===== config.mk =====
export PLATFORM = sky130hd
export DESIGN_NAME = onewire_temperature_frame_decoder
export DESIGN_NICKNAME = d
export VERILOG_FILES = /design/src/rtl/core/owtfd_pkg.sv /design/src/rtl/core/onewire_temperature_frame_decoder.sv
export SDC_FILE = /design/constraint.sdc
export NUM_CORES = 1
export LEC_CHECK = 0
export ABC_AREA = 0
export BUFFER_PORTS_ARGS = -buffer_cell sky130_fd_sc_hd__buf_4
export CAP_MARGIN = 15
export CORE_MARGIN = 1
export CORE_UTILIZATION = 45
export DETAILED_ROUTE_END_ITERATION = 6
export PLACE_DENSITY = 0.66
export SLEW_MARGIN = 20
export SYNTH_ARGS = -nofsm -noshare
export SYNTH_HDL_FRONTEND = slang
export SYNTH_SLANG_ARGS = --single-unit

===== constraint.sdc =====
create_clock -name clk -period 4.65 [get_ports clk]
set_clock_uncertainty 0.15 [all_clocks]
set_input_delay 0.465 -clock clk [delete_from_list [all_inputs] [get_ports clk]]
set_output_delay 0.465 -clock clk [all_outputs]
set_load 0.005 [all_outputs]

===== src/rtl/core/owtfd_pkg.sv =====
// ----------------------------------------------------------------------------
// owtfd_pkg
// Constants, types and the CRC8 byte update for the scratchpad frame decoder.
// ----------------------------------------------------------------------------
`default_nettype none

package owtfd_pkg;

	localparam int unsigned ByteW  = 8;
	localparam int unsigned PosW   = 4;
	localparam int unsigned RawW   = 16;
	localparam int unsigned TempW  = 19;

	localparam logic [PosW-1:0]  FrameLast   = 4'd8;
	localparam logic [ByteW-1:0] CrcPoly     = 8'h8C;
	localparam logic [ByteW-1:0] FamFine     = 8'h28;
	localparam logic [ByteW-1:0] FamFineAlt  = 8'h22;
	localparam logic [ByteW-1:0] FamHalfDeg  = 8'h10;
	localparam logic signed [TempW-1:0] UnknownTemp = 19'sd16000;

	typedef logic [ByteW-1:0]        byte_t;
	typedef logic [PosW-1:0]         pos_t;
	typedef logic signed [RawW-1:0]  raw_t;
	typedef logic signed [TempW-1:0] temp_t;

	function automatic byte_t crc8_byte(input byte_t crc_in, input byte_t data);
		byte_t crc;
		logic  fb;
		crc = crc_in;
		for (int b = 0; b < ByteW; b++) begin
			fb  = crc[0] ^ data[b];
			crc = {1'b0, crc[ByteW-1:1]};
			if (fb) begin
				crc = crc ^ CrcPoly;
			end
		end
		return crc;
	endfunction

endpackage

`default_nettype wire


===== src/rtl/core/onewire_temperature_frame_decoder.sv =====
// ----------------------------------------------------------------------------
// onewire_temperature_frame_decoder
// Decodes a nine-byte sensor scratchpad into a checked temperature result.
// ----------------------------------------------------------------------------
// Usage:
//   Input channel (in_valid/in_ready): one scratchpad byte per beat, byte 0
//   first; family_code is sampled only with byte 0 of a frame.
//   Output channel (out_valid/out_ready): one result beat per nine input
//   beats, carrying the CRC8 check, the scaled temperature in 1/16 degree,
//   the known-family flag and the raw reading.
//   Throughput: one input beat per cycle unless a ninth byte waits on an
//   untaken result. The CRC8 byte update is eight unrolled XOR steps between
//   the input stage and the frame state. Result path: byte 8 is registered
//   in the input stage, then loaded into the result register.
//   Reset: clears the input stage, the output register and the frame state,
//   so the next beat is taken as byte 0.
//   Stall: while a result waits, bytes 0 to 7 of the next frame keep flowing;
//   only a ninth byte holds in the input stage until the result is taken.
// ----------------------------------------------------------------------------
`default_nettype none

module onewire_temperature_frame_decoder (
	input  wire logic                                clk,
	input  wire logic                                arst_n,
	input  wire logic                                in_valid,
	output logic                                     in_ready,
	input  wire logic [owtfd_pkg::ByteW-1:0]         scratch_byte,
	input  wire logic [owtfd_pkg::ByteW-1:0]         family_code,
	output logic                                     out_valid,
	input  wire logic                                out_ready,
	output logic signed [owtfd_pkg::TempW-1:0]       temperature_sixteenths,
	output logic                                     crc_ok,
	output logic                                     sensor_known,
	output logic signed [owtfd_pkg::RawW-1:0]        raw_reading
);

	logic              valid_s1;
	owtfd_pkg::byte_t  byte_s1;
	owtfd_pkg::byte_t  family_s1;

	owtfd_pkg::pos_t   pos_q;
	owtfd_pkg::byte_t  crc_q;
	owtfd_pkg::raw_t   reading_q;
	owtfd_pkg::byte_t  family_q;

	logic              out_valid_q;
	owtfd_pkg::temp_t  temp_q;
	logic              crc_ok_q;
	logic              known_q;
	owtfd_pkg::raw_t   raw_q;

	logic              last_s1;
	logic              out_free;
	logic              adv_s1;
	logic              load_out;
	owtfd_pkg::byte_t  crc_next;
	owtfd_pkg::byte_t  fam_eff;
	owtfd_pkg::temp_t  temp_next;
	logic              known_next;

	assign last_s1  = (pos_q == owtfd_pkg::FrameLast);
	assign out_free = !out_valid_q || out_ready;
	assign adv_s1   = valid_s1 && (!last_s1 || out_free);
	assign load_out = adv_s1 && last_s1;
	assign in_ready = !valid_s1 || adv_s1;
	assign crc_next = owtfd_pkg::crc8_byte(crc_q, byte_s1);
	assign fam_eff  = family_q;

	always_comb begin
		known_next = 1'b1;
		case (fam_eff) inside
			owtfd_pkg::FamFine, owtfd_pkg::FamFineAlt: begin
				temp_next = owtfd_pkg::TempW'(reading_q);
			end
			owtfd_pkg::FamHalfDeg: begin
				temp_next = owtfd_pkg::TempW'(reading_q) <<< 3;
			end
			default: begin
				temp_next  = owtfd_pkg::UnknownTemp;
				known_next = 1'b0;
			end
		endcase
	end

	// input stage
	always_ff @(posedge clk or negedge arst_n) begin
		if (!arst_n) begin
			valid_s1 <= 1'b0;
		end else if (in_ready) begin
			valid_s1 <= in_valid;
		end
	end

	always_ff @(posedge clk) begin
		if (in_ready && in_valid) begin
			byte_s1   <= scratch_byte;
			family_s1 <= family_code;
		end
	end

	// frame state
	always_ff @(posedge clk or negedge arst_n) begin
		if (!arst_n) begin
			pos_q     <= '0;
			crc_q     <= '0;
			reading_q <= '0;
			family_q  <= '0;
		end else if (adv_s1) begin
			if (last_s1) begin
				pos_q     <= '0;
				crc_q     <= '0;
				reading_q <= '0;
				family_q  <= '0;
			end else begin
				pos_q <= pos_q + owtfd_pkg::pos_t'(1);
				crc_q <= crc_next;
				if (pos_q == '0) begin
					family_q        <= family_s1;
					reading_q[7:0]  <= byte_s1;
				end else if (pos_q == owtfd_pkg::pos_t'(1)) begin
					reading_q[15:8] <= byte_s1;
				end
			end
		end
	end

	// result register
	always_ff @(posedge clk or negedge arst_n) begin
		if (!arst_n) begin
			out_valid_q <= 1'b0;
		end else if (load_out) begin
			out_valid_q <= 1'b1;
		end else if (out_ready) begin
			out_valid_q <= 1'b0;
		end
	end

	always_ff @(posedge clk) begin
		if (load_out) begin
			temp_q   <= temp_next;
			crc_ok_q <= (crc_next == '0);
			known_q  <= known_next;
			raw_q    <= reading_q;
		end
	end

	assign out_valid              = out_valid_q;
	assign temperature_sixteenths = temp_q;
	assign crc_ok                 = crc_ok_q;
	assign sensor_known           = known_q;
	assign raw_reading            = raw_q;

endmodule

`default_nettype wire


==> impl_metrics.json, run 1 <==
{
  "powerDensity_nw_per_um2": 561.1,
  "tightest_slew_ps": 986.4,
  "vdd_drop_max_mv": 0.2478,
  "final_hold_viol_count": 0,
  "wl_per_cell_um": 15.07,
  "synth_flop_cell": "edfxtp_1",
  "wl_um": 6525,
  "h-tree-depth": 3,
  "setup-tns-final_ps": 0,
  "drtAntennaViolNets": 0,
  "nets": 349,
  "clock-root-buffer": "clkbuf_8",
  "crit_chain": "inv_1 > ha_1 > nor2b_1 > nand2_1 > nor2_1 > inv_1 > buf_4",
  "cts_buffers": 9,
  "post_cts_buffers": 0,
  "cp-end-kind": "output pin",
  "post-route-util_pct": 55.88,
  "clock-sinks": 91,
  "first_pass_iters": 4,
  "top_layer": "met4",
  "clk-insertion-delay-late_ps": 350,
  "slew_violations": 0,
  "ys_top_cells_by_area": "edfxtp_1 44%, dfrtp_1 26%, nand2_1 4.2%, a22o_1 3.6%, xnor2_1 3.4%",
  "fp.dieH_um": 92.09,
  "maxSlewHeadroom_pct": 34.00,
  "io_pins": 59,
  "crit_type": "reg2out",
  "grt_use_total_pct": 16.38,
  "p_leak_nw": 1.773,
  "synth_top_cell_by_area": "edfxtp_1",
  "cp.required_ps": 4030,
  "avgViaCountPerCell": 5.145,
  "wl_met1_um": 3156,
  "die_w_um": 92.09,
  "die_area_um2": 8481,
  "syn_to_final_growth_pct": 19.46,
  "portBuffers": 58,
  "syn_area_per_cell_um2": 13.78,
  "drt_iter0_drc": 129,
  "cp_slowest_cell": "dfrtp_1",
  "start_util_pct": 46.78,
  "synth-seq-cells": 91,
  "route.detailed.drc": 0,
  "ys_seq_area_share_pct": 69.61,
  "min_path_cells": 1,
  "async_flop_share_pct": 41.76,
  "ys.warnings.count": 0,
  "rows": 32,
  "period_share_pct": 56.21,
  "max_freq_mhz": 382.6,
  "synth_edf_count": 53,
  "maxCapViolCount": 0,
  "yosysTopAreaCellShare_pct": 43.58,
  "grt_max_degree": 39,
  "cts_buffer_depth": 2,
  "slowest_delay_ps": 440,
  "rsz0062_at_grt": "false",
  "timing.hold.ws_ps": 134.6,
  "grt-ovfl-total": 0,
  "clk_pin_slew_worst_paths_ps": 90,
  "cts_tree": "yes",
  "dp_cells": 416,
  "diodes": 0,
  "cp_common_cell": "inv_1",
  "ys_types": 41,
  "via_count": 2228,
  "wl_met2_um": 2999,
  "routed-wl-met3_um": 324,
  "netlist_instances": 265,
  "finalSetupViolCount": 0,
  "reg2reg_depth": 5,
  "grt_first_pass_wirelength_um": 10580,
  "cp.arrival_ps": 2000,
  "synth_fp_nets": 288,
  "final_period_minus_worst_setup_slack_ps": 2614,
  "final_cells": 433,
  "status": "completed",
  "drive_gt1_share_pct": 25.98,
  "hp-class": "in2reg",
  "path_max_fanout": 6,
  "start_kind": "register",
  "grt_pass1_vias": 2091,
  "gp_congestion": 0.8409,
  "antenna_found_initial": 0,
  "finalPower_mw": 2.448,
  "post-dp-hpwl_um": 4500,
  "synth_area_um2": 3652,
  "core_area_um2": 7807
}
metrics by stage:
step,cell area (um2),setup slack [ps]
global route,4363,1797
detailed placement,4178,2085
finish,4363,2036
floorplan,3652,1410
global placement,4178,2142
CTS,4363,2037
cell usage after synthesis, drive strengths merged, types with 2 or more instances:
master / count
a21oi: 5
a22o: 16
a22oi: 6
a31oi: 2
and3: 3
buf: 5
clkbuf: 6
dfrtp: 38
edfxtp: 53
ha: 3
inv: 4
mux2: 2
nand2: 41
nand3: 4
nand4: 3
nor2: 11
nor2b: 3
nor4b: 2
o21ai: 17
o22ai: 6
or3: 2
xnor2: 16
xor2: 3
final cells by class:
cell class,count,area [um2]
fill,650,3445
inverter,4,15.01
sequential,91,2542
multi-input combinational,159,1042
tap,102,127.6
clock inverter,7,51.30
clock buffer,9,123.9
timing repair buffer,61,460.4
state kept, by name, summed over array words and instances (netlist names):
register,cells
raw_reading,16
reading_q,16
crc_q,8
fam_eff,8
family_s1,8
temperature_sixteenths,19
byte_s1,8
sensor_known,1
crc_ok,1
pos_q,4
out_valid,1
valid_s1,1
routing by layer:
layer	GRT usage [%]	vias to the layer above
met5	0	-
met4	5.990	0
li1	-	1092
met3	3.317	7
met2	23.69	73
met1	24.50	1056
cell families after synthesis:
| group | Yosys count | share of synthesized area, % |
|---|---|---|
| DFF | 91 | 69.61 |
| muxes | 2 | 0.6166 |
| xor gates and xnor gates | 21 | 6.235 |
| and+or+nand+nor | 79 | 10.48 |
| adders and majority gates | 3 | 1.028 |
| AOI/OAI and AO/OA | 54 | 9.969 |
| buffers and inverters | 15 | 2.055 |
placed cells by master (no fill, tap or decap), drive strengths merged, types with 2 or more instances in the layout:
| master | synthesis | final |
|---|---|---|
| mux2 | 2 | 2 |
| a22o | 16 | 16 |
| nand2 | 41 | 41 |
| nand4 | 3 | 3 |
| o21ai | 17 | 17 |
| a22oi | 6 | 6 |
| o22ai | 6 | 6 |
| xnor2 | 16 | 16 |
| a31oi | 2 | 2 |
| inv | 4 | 7 |
| ha | 3 | 3 |
| a21oi | 5 | 5 |
| clkbuf | 6 | 9 |
| edfxtp | 53 | 53 |
| buf | 5 | 60 |
| xor2 | 3 | 3 |
| and3 | 3 | 3 |
| clkinv | 0 | 2 |
| clkinvlp | 0 | 2 |
| nor2b | 3 | 3 |
| nand3 | 4 | 4 |
| nor4b | 2 | 2 |
| dfrtp | 38 | 38 |
| or3 | 2 | 2 |
| nor2 | 11 | 11 |
worst paths after layout:
| check | from | endpoint | slack, ps |
|---|---|---|---|
| setup / recovery | pos_q[0] | in_ready | 2040 |
| setup reg to reg | pos_q[0] | temperature_sixteenths[8] | 2070 |
| hold / removal | scratch_byte[7] | byte_s1[7] | 130 |
| min in group asynchronous | arst_n | valid_s1 | 460 |
| hold reg to reg | family_s1[7] | fam_eff[7] | 340 |
| max in group asynchronous | arst_n | fam_eff[1] | 3530 |
critical path, delay by kind of cell, from the launching register on:
kind | cells | cell delay [ps]
AND/OR/NAND/NOR | 3 | 680
flip-flops | 1 | 440
buffers and inverters | 3 | 310
adder cells (fa/ha/maj) | 1 | 220
timing repair:
item	CTS	global route
hold buffers	1	0
resized for setup	0	0
endpoints found under the hold margin	38	0
where the power goes:
part	internal (mW)	total, mW	switching (mW)	leakage, nW
registers	1.06	1.23	0.167	0.968
clock network	0.198	0.479	0.281	0.0864
logic	0.373	0.743	0.370	0.719
total	1.63	2.45	0.818	1.77
Power figures use the tool's default switching activity.
==> run 2: changes to the inputs <==
- PLACE_DENSITY: 0.66 -> 0.68
- clock period: 4.65 -> 2.2 ns (I/O delays scaled with it)
==> impl_metrics.json, run 2 (same netlist as run 1, synthesis figures left out) <==
{
  "status": "completed",
  "max_freq_mhz": 481.3,
  "reg2reg_depth": 6,
  "post-dp-hpwl_um": 4575,
  "start_kind": "register",
  "ff2ff_setup_slack_ps": 120,
  "min_path_cells": 3,
  "clk-insertion-delay-late_ps": 350,
  "r2r-start": "pos_q[1]",
  "cp-end-kind": "register",
  "cp.required_ps": 2030,
  "rr_endpoint": "byte_s1[4]",
  "start_util_pct": 46.78,
  "via_count": 2334,
  "hold_end": "out_valid",
  "drtAntennaViolNets": 0,
  "first_pass_iters": 4,
  "cp.arrival_ps": 1910,
  "p_leak_nw": 1.916,
  "dpl_cell_area_um2": 4290,
  "hp-class": "in2reg",
  "h-tree-depth": 3,
  "period_share_pct": 94.44,
  "vdd_drop_max_mv": 0.6025,
  "grt_pass1_vias": 2240,
  "drive_gt1_share_pct": 28.06,
  "drt_iter0_drc": 116,
  "avgViaCountPerCell": 5.052,
  "diodes": 0,
  "cts_buffer_depth": 2,
  "wl_um": 6705,
  "fp.dieH_um": 92.09,
  "clk_pin_slew_worst_paths_ps": 90,
  "hold_start": "out_ready",
  "final_common_cell": "buf_4",
  "powerDensity_nw_per_um2": 1161,
  "finalPower_mw": 5.438,
  "syn_to_final_growth_pct": 28.26,
  "maxSlewHeadroom_pct": 47.82,
  "nets": 378,
  "gp_congestion": 0.8332,
  "die_area_um2": 8481,
  "startpoint": "pos_q[1]",
  "crit_type": "reg2reg",
  "clock-root-buffer": "clkbuf_8",
  "io_pins": 59,
  "final_hold_viol_count": 0,
  "wl_per_cell_um": 14.51,
  "maxCapViolCount": 0,
  "post_cts_buffers": 0,
  "portBuffers": 58,
  "grt-ovfl-total": 0,
  "grt_max_degree": 39,
  "fin_area_um2": 4684,
  "rsz0062_at_grt": "true",
  "antenna_found_initial": 0,
  "clock-sinks": 91,
  "grt_use_total_pct": 17.04,
  "path_max_fanout": 16,
  "route.detailed.drc": 0,
  "cts_buffers": 9,
  "grt_first_pass_wirelength_um": 10960,
  "dp_cells": 428,
  "final_cells": 462,
  "slew_violations": 0,
  "final_period_minus_worst_setup_slack_ps": 2078,
  "finalSetupViolCount": 0,
  "layout_common_cells": "71 x buf_4, 53 x edfxtp_1, 41 x nand2_1",
  "core_area_um2": 7807,
  "largest_reg_flops": 19,
  "die_w_um": 92.09,
  "cts_tree": "yes",
  "rows": 32,
  "tightest_slew_ps": 779.1
}
## run 2: cell count changes in the layout (fill, tap and decap cells not counted), sizes merged
cell         delta
buf            +12
bufinv          +1
clkbuf          +1
clkinv          -1
dlygate4sd3    +17
inv             -1
## run 2: per-stage QoR
stage	setup WS, ps	utilization, %	TNS (ps)	hold slack [ps]
5_1_grt	-40.52	60.00	-586.9	30.78
2_1_floorplan	23.06	-	0	-225.6
3_3_place_gp	116.8	54.95	0	68.76
4_1_cts	5.356	59.81	0	7.552
6_report	122.4	60.00	0	16.29
3_5_place_dp	64.55	54.95	0	66.13
## run 2: worst max-delay path by stage
stage / to / slack [ps] / cells past startpoint
after CTS: in_ready / 5 / 8
after detailed placement: family_s1[3] / 60 / 6
final: byte_s1[4] / 120 / 6
after global placement: byte_s1[0] / 120 / 6
after floorplan: crc_ok / 20 / 5
after global routing: byte_s1[4] / -40 / 6
## run 2: repair_timing
action                     CTS  global route
hold endpoints to repair    55             0
setup endpoints to repair    0            18
hold buffers                18             0
resized for setup            0             3
## run 2: report_power, final
group | switching [mW] | internal (mW) | total, mW
combinational | 0.822 | 0.906 | 1.73
sequential | 0.347 | 2.24 | 2.59
clock | 0.590 | 0.536 | 1.13
total | 1.76 | 3.68 | 5.44
## run 2: final cells by class
cell class	instances	area, um2
Clock inverter	6	71.32
Sequential cell	91	2542
Timing Repair Buffer	90	733.2
Inverter	4	15.01
Fill cell	611	3123
Tap cell	102	127.6
Multi-Input combinational cell	159	1067
Clock buffer	10	127.6
## run 2: worst max-delay path, cell delays in order, from the launching register on
cell	delay, ps
dfrtp_1	380
inv_1	110
ha_4	180
nor2b_4	120
nand2_1	90
nor2_2	50
nor2b_2	620
## run 2: metal layers
metal | GRT usage, % | vias to the layer above | share of wire (%)
met2 | 26.74 | 68 | 47
met3 | 3.897 | 6 | 4.5
met1 | 23.02 | 1113 | 47
li1 | - | 1147 | -
met4 | 6.901 | 0 | 0.89
met5 | 0 | - | 0
==> run 3: changes to the inputs <==
- CORE_MARGIN: 1 -> 5
- PLACE_DENSITY: 0.68 -> 0.75
==> impl_metrics.json, run 3 (same netlist as run 1, synthesis figures left out) <==
{
  "status": "completed",
  "grt_max_degree": 39,
  "finalPower_mw": 5.506,
  "critPathCapture": "in_ready",
  "core_area_um2": 7807,
  "powerDensity_nw_per_um2": 1173,
  "final_cells": 462,
  "clk_pin_slew_worst_paths_ps": 90,
  "crit_type": "reg2out",
  "cts_buffers": 9,
  "largest_reg_flops": 19,
  "portBuffers": 58,
  "clock-root-buffer": "clkbuf_8",
  "start_util_pct": 46.78,
  "drtAntennaViolNets": 0,
  "startpoint": "pos_q[1]",
  "rr_endpoint": "crc_q[7]",
  "cp-end-kind": "output pin",
  "fp.dieH_um": 100.1,
  "drive_gt1_share_pct": 28.33,
  "p_leak_nw": 1.934,
  "crit_chain": "inv_1 > ha_1 > nor2b_4 > nand2_1 > nor2_2 > buf_4 > inv_1 > buf_4",
  "slew_violations": 0,
  "final_period_minus_worst_setup_slack_ps": 2094,
  "die_w_um": 100.1,
  "antenna_found_initial": 0,
  "h-tree-depth": 3,
  "post-dp-hpwl_um": 4863,
  "maxCapViolCount": 0,
  "die_area_um2": 10020,
  "grt_first_pass_wirelength_um": 11540,
  "vdd_drop_max_mv": 0.6292,
  "tightest_slew_ps": 654.3,
  "ff2ff_setup_slack_ps": 160,
  "syn_to_final_growth_pct": 28.54,
  "route.detailed.drc": 0,
  "clock-sinks": 91,
  "clk-insertion-delay-late_ps": 340,
  "wl_um": 6996,
  "start_kind": "register",
  "grt_pass1_vias": 2362,
  "r2r-start": "byte_s1[0]",
  "first_pass_iters": 4,
  "timing.final.ws_setup_ps": 106.5,
  "path_max_fanout": 3,
  "dpl_cell_area_um2": 4283,
  "cts_tree": "yes",
  "gp_congestion": 0.8246,
  "cp.arrival_ps": 1720,
  "hp-class": "in2reg",
  "drt_iter0_drc": 152,
  "finalSetupViolCount": 0,
  "wl_per_cell_um": 15.14,
  "cp_slowest_cell": "dfrtp_1",
  "cp.required_ps": 1830,
  "cts_buffer_depth": 2,
  "fin_area_um2": 4695,
  "rows": 32,
  "rsz0062_at_grt": "true",
  "min_path_cells": 3,
  "dp_cells": 427,
  "layout_common_cells": "71 x buf_4, 53 x edfxtp_1, 41 x nand2_1",
  "final_hold_viol_count": 0,
  "avgViaCountPerCell": 5.167,
  "pre_cts_slack_ps": -1.985,
  "reg2reg_depth": 5,
  "period_share_pct": 95.16,
  "nets": 378,
  "slowest_delay_ps": 390,
  "grt_use_total_pct": 14.81,
  "grt-ovfl-total": 0,
  "diodes": 0,
  "max_freq_mhz": 477.7,
  "final_common_cell": "buf_4",
  "via_count": 2387,
  "maxSlewHeadroom_pct": 56.33,
  "io_pins": 59
}
run 3: area by class of cell:
cell class	instances	area, um2
repair buffers	90	733.2
multi-input cells	159	1065
clock inverters	5	60.06
flip-flops and latches	91	2542
fillers	604	3113
inverters	4	15.01
well taps	102	127.6
clock buffers	11	151.4
run 3: critical path: cells and delay by family (launching register included):
| kind | cells | cell delay, ps |
|---|---|---|
| simple gates | 3 | 430 |
| flops | 1 | 390 |
| fa+ha+maj | 1 | 180 |
| buf+inv | 4 | 390 |
run 3: repair_timing:
action	in CTS	in global routing
cloned	0	0
hold buffers	18	0
endpoints found under the hold margin	55	0
endpoints found under the setup margin	13	25
buffers inserted	0	1
resized for setup	1	3
run 3: how the worst min path moves through the flow:
stage	startpoint	to	slack, ps
after detailed placement	arst_n	out_valid	70
after global routing	out_ready	out_valid	20
after CTS	out_ready	out_valid	20
after global placement	arst_n	valid_s1	60
final	out_ready	out_valid	30
after floorplan	arst_n	crc_q[0]	-230
run 3: per-layer routing:
| layer | vias to the layer above | part of all wire [%] | GRT usage [%] | wire (um) |
|---|---|---|---|---|
| li1 | 1151 | - | - | - |
| met1 | 1134 | 42 | 19.65 | 2941 |
| met2 | 86 | 49 | 23.65 | 3411 |
| met3 | 16 | 6.9 | 4.170 | 485 |
| met4 | 0 | 2.3 | 4.974 | 158 |
| met5 | - | 0 | 0 | 0 |
run 3: metrics by stage:
| stage | TNS [ps] | hold WS, ps | util (%) |
|---|---|---|---|
| after floorplan | 0 | -225.6 | - |
| after global placement | 0 | 56.97 | 54.86 |
| after detailed placement | -1.985 | 65.63 | 54.86 |
| after CTS | -193.8 | 22.91 | 59.90 |
| after global routing | -38.05 | 21.55 | 60.13 |
| final | 0 | 28.25 | 60.13 |
run 3: power by group:
part / total (mW) / internal [mW] / switching [mW]
sequential: 2.59 / 2.24 / 0.350
combinational: 1.76 / 0.922 / 0.839
clock: 1.16 / 0.591 / 0.566
total: 5.51 / 3.75 / 1.75
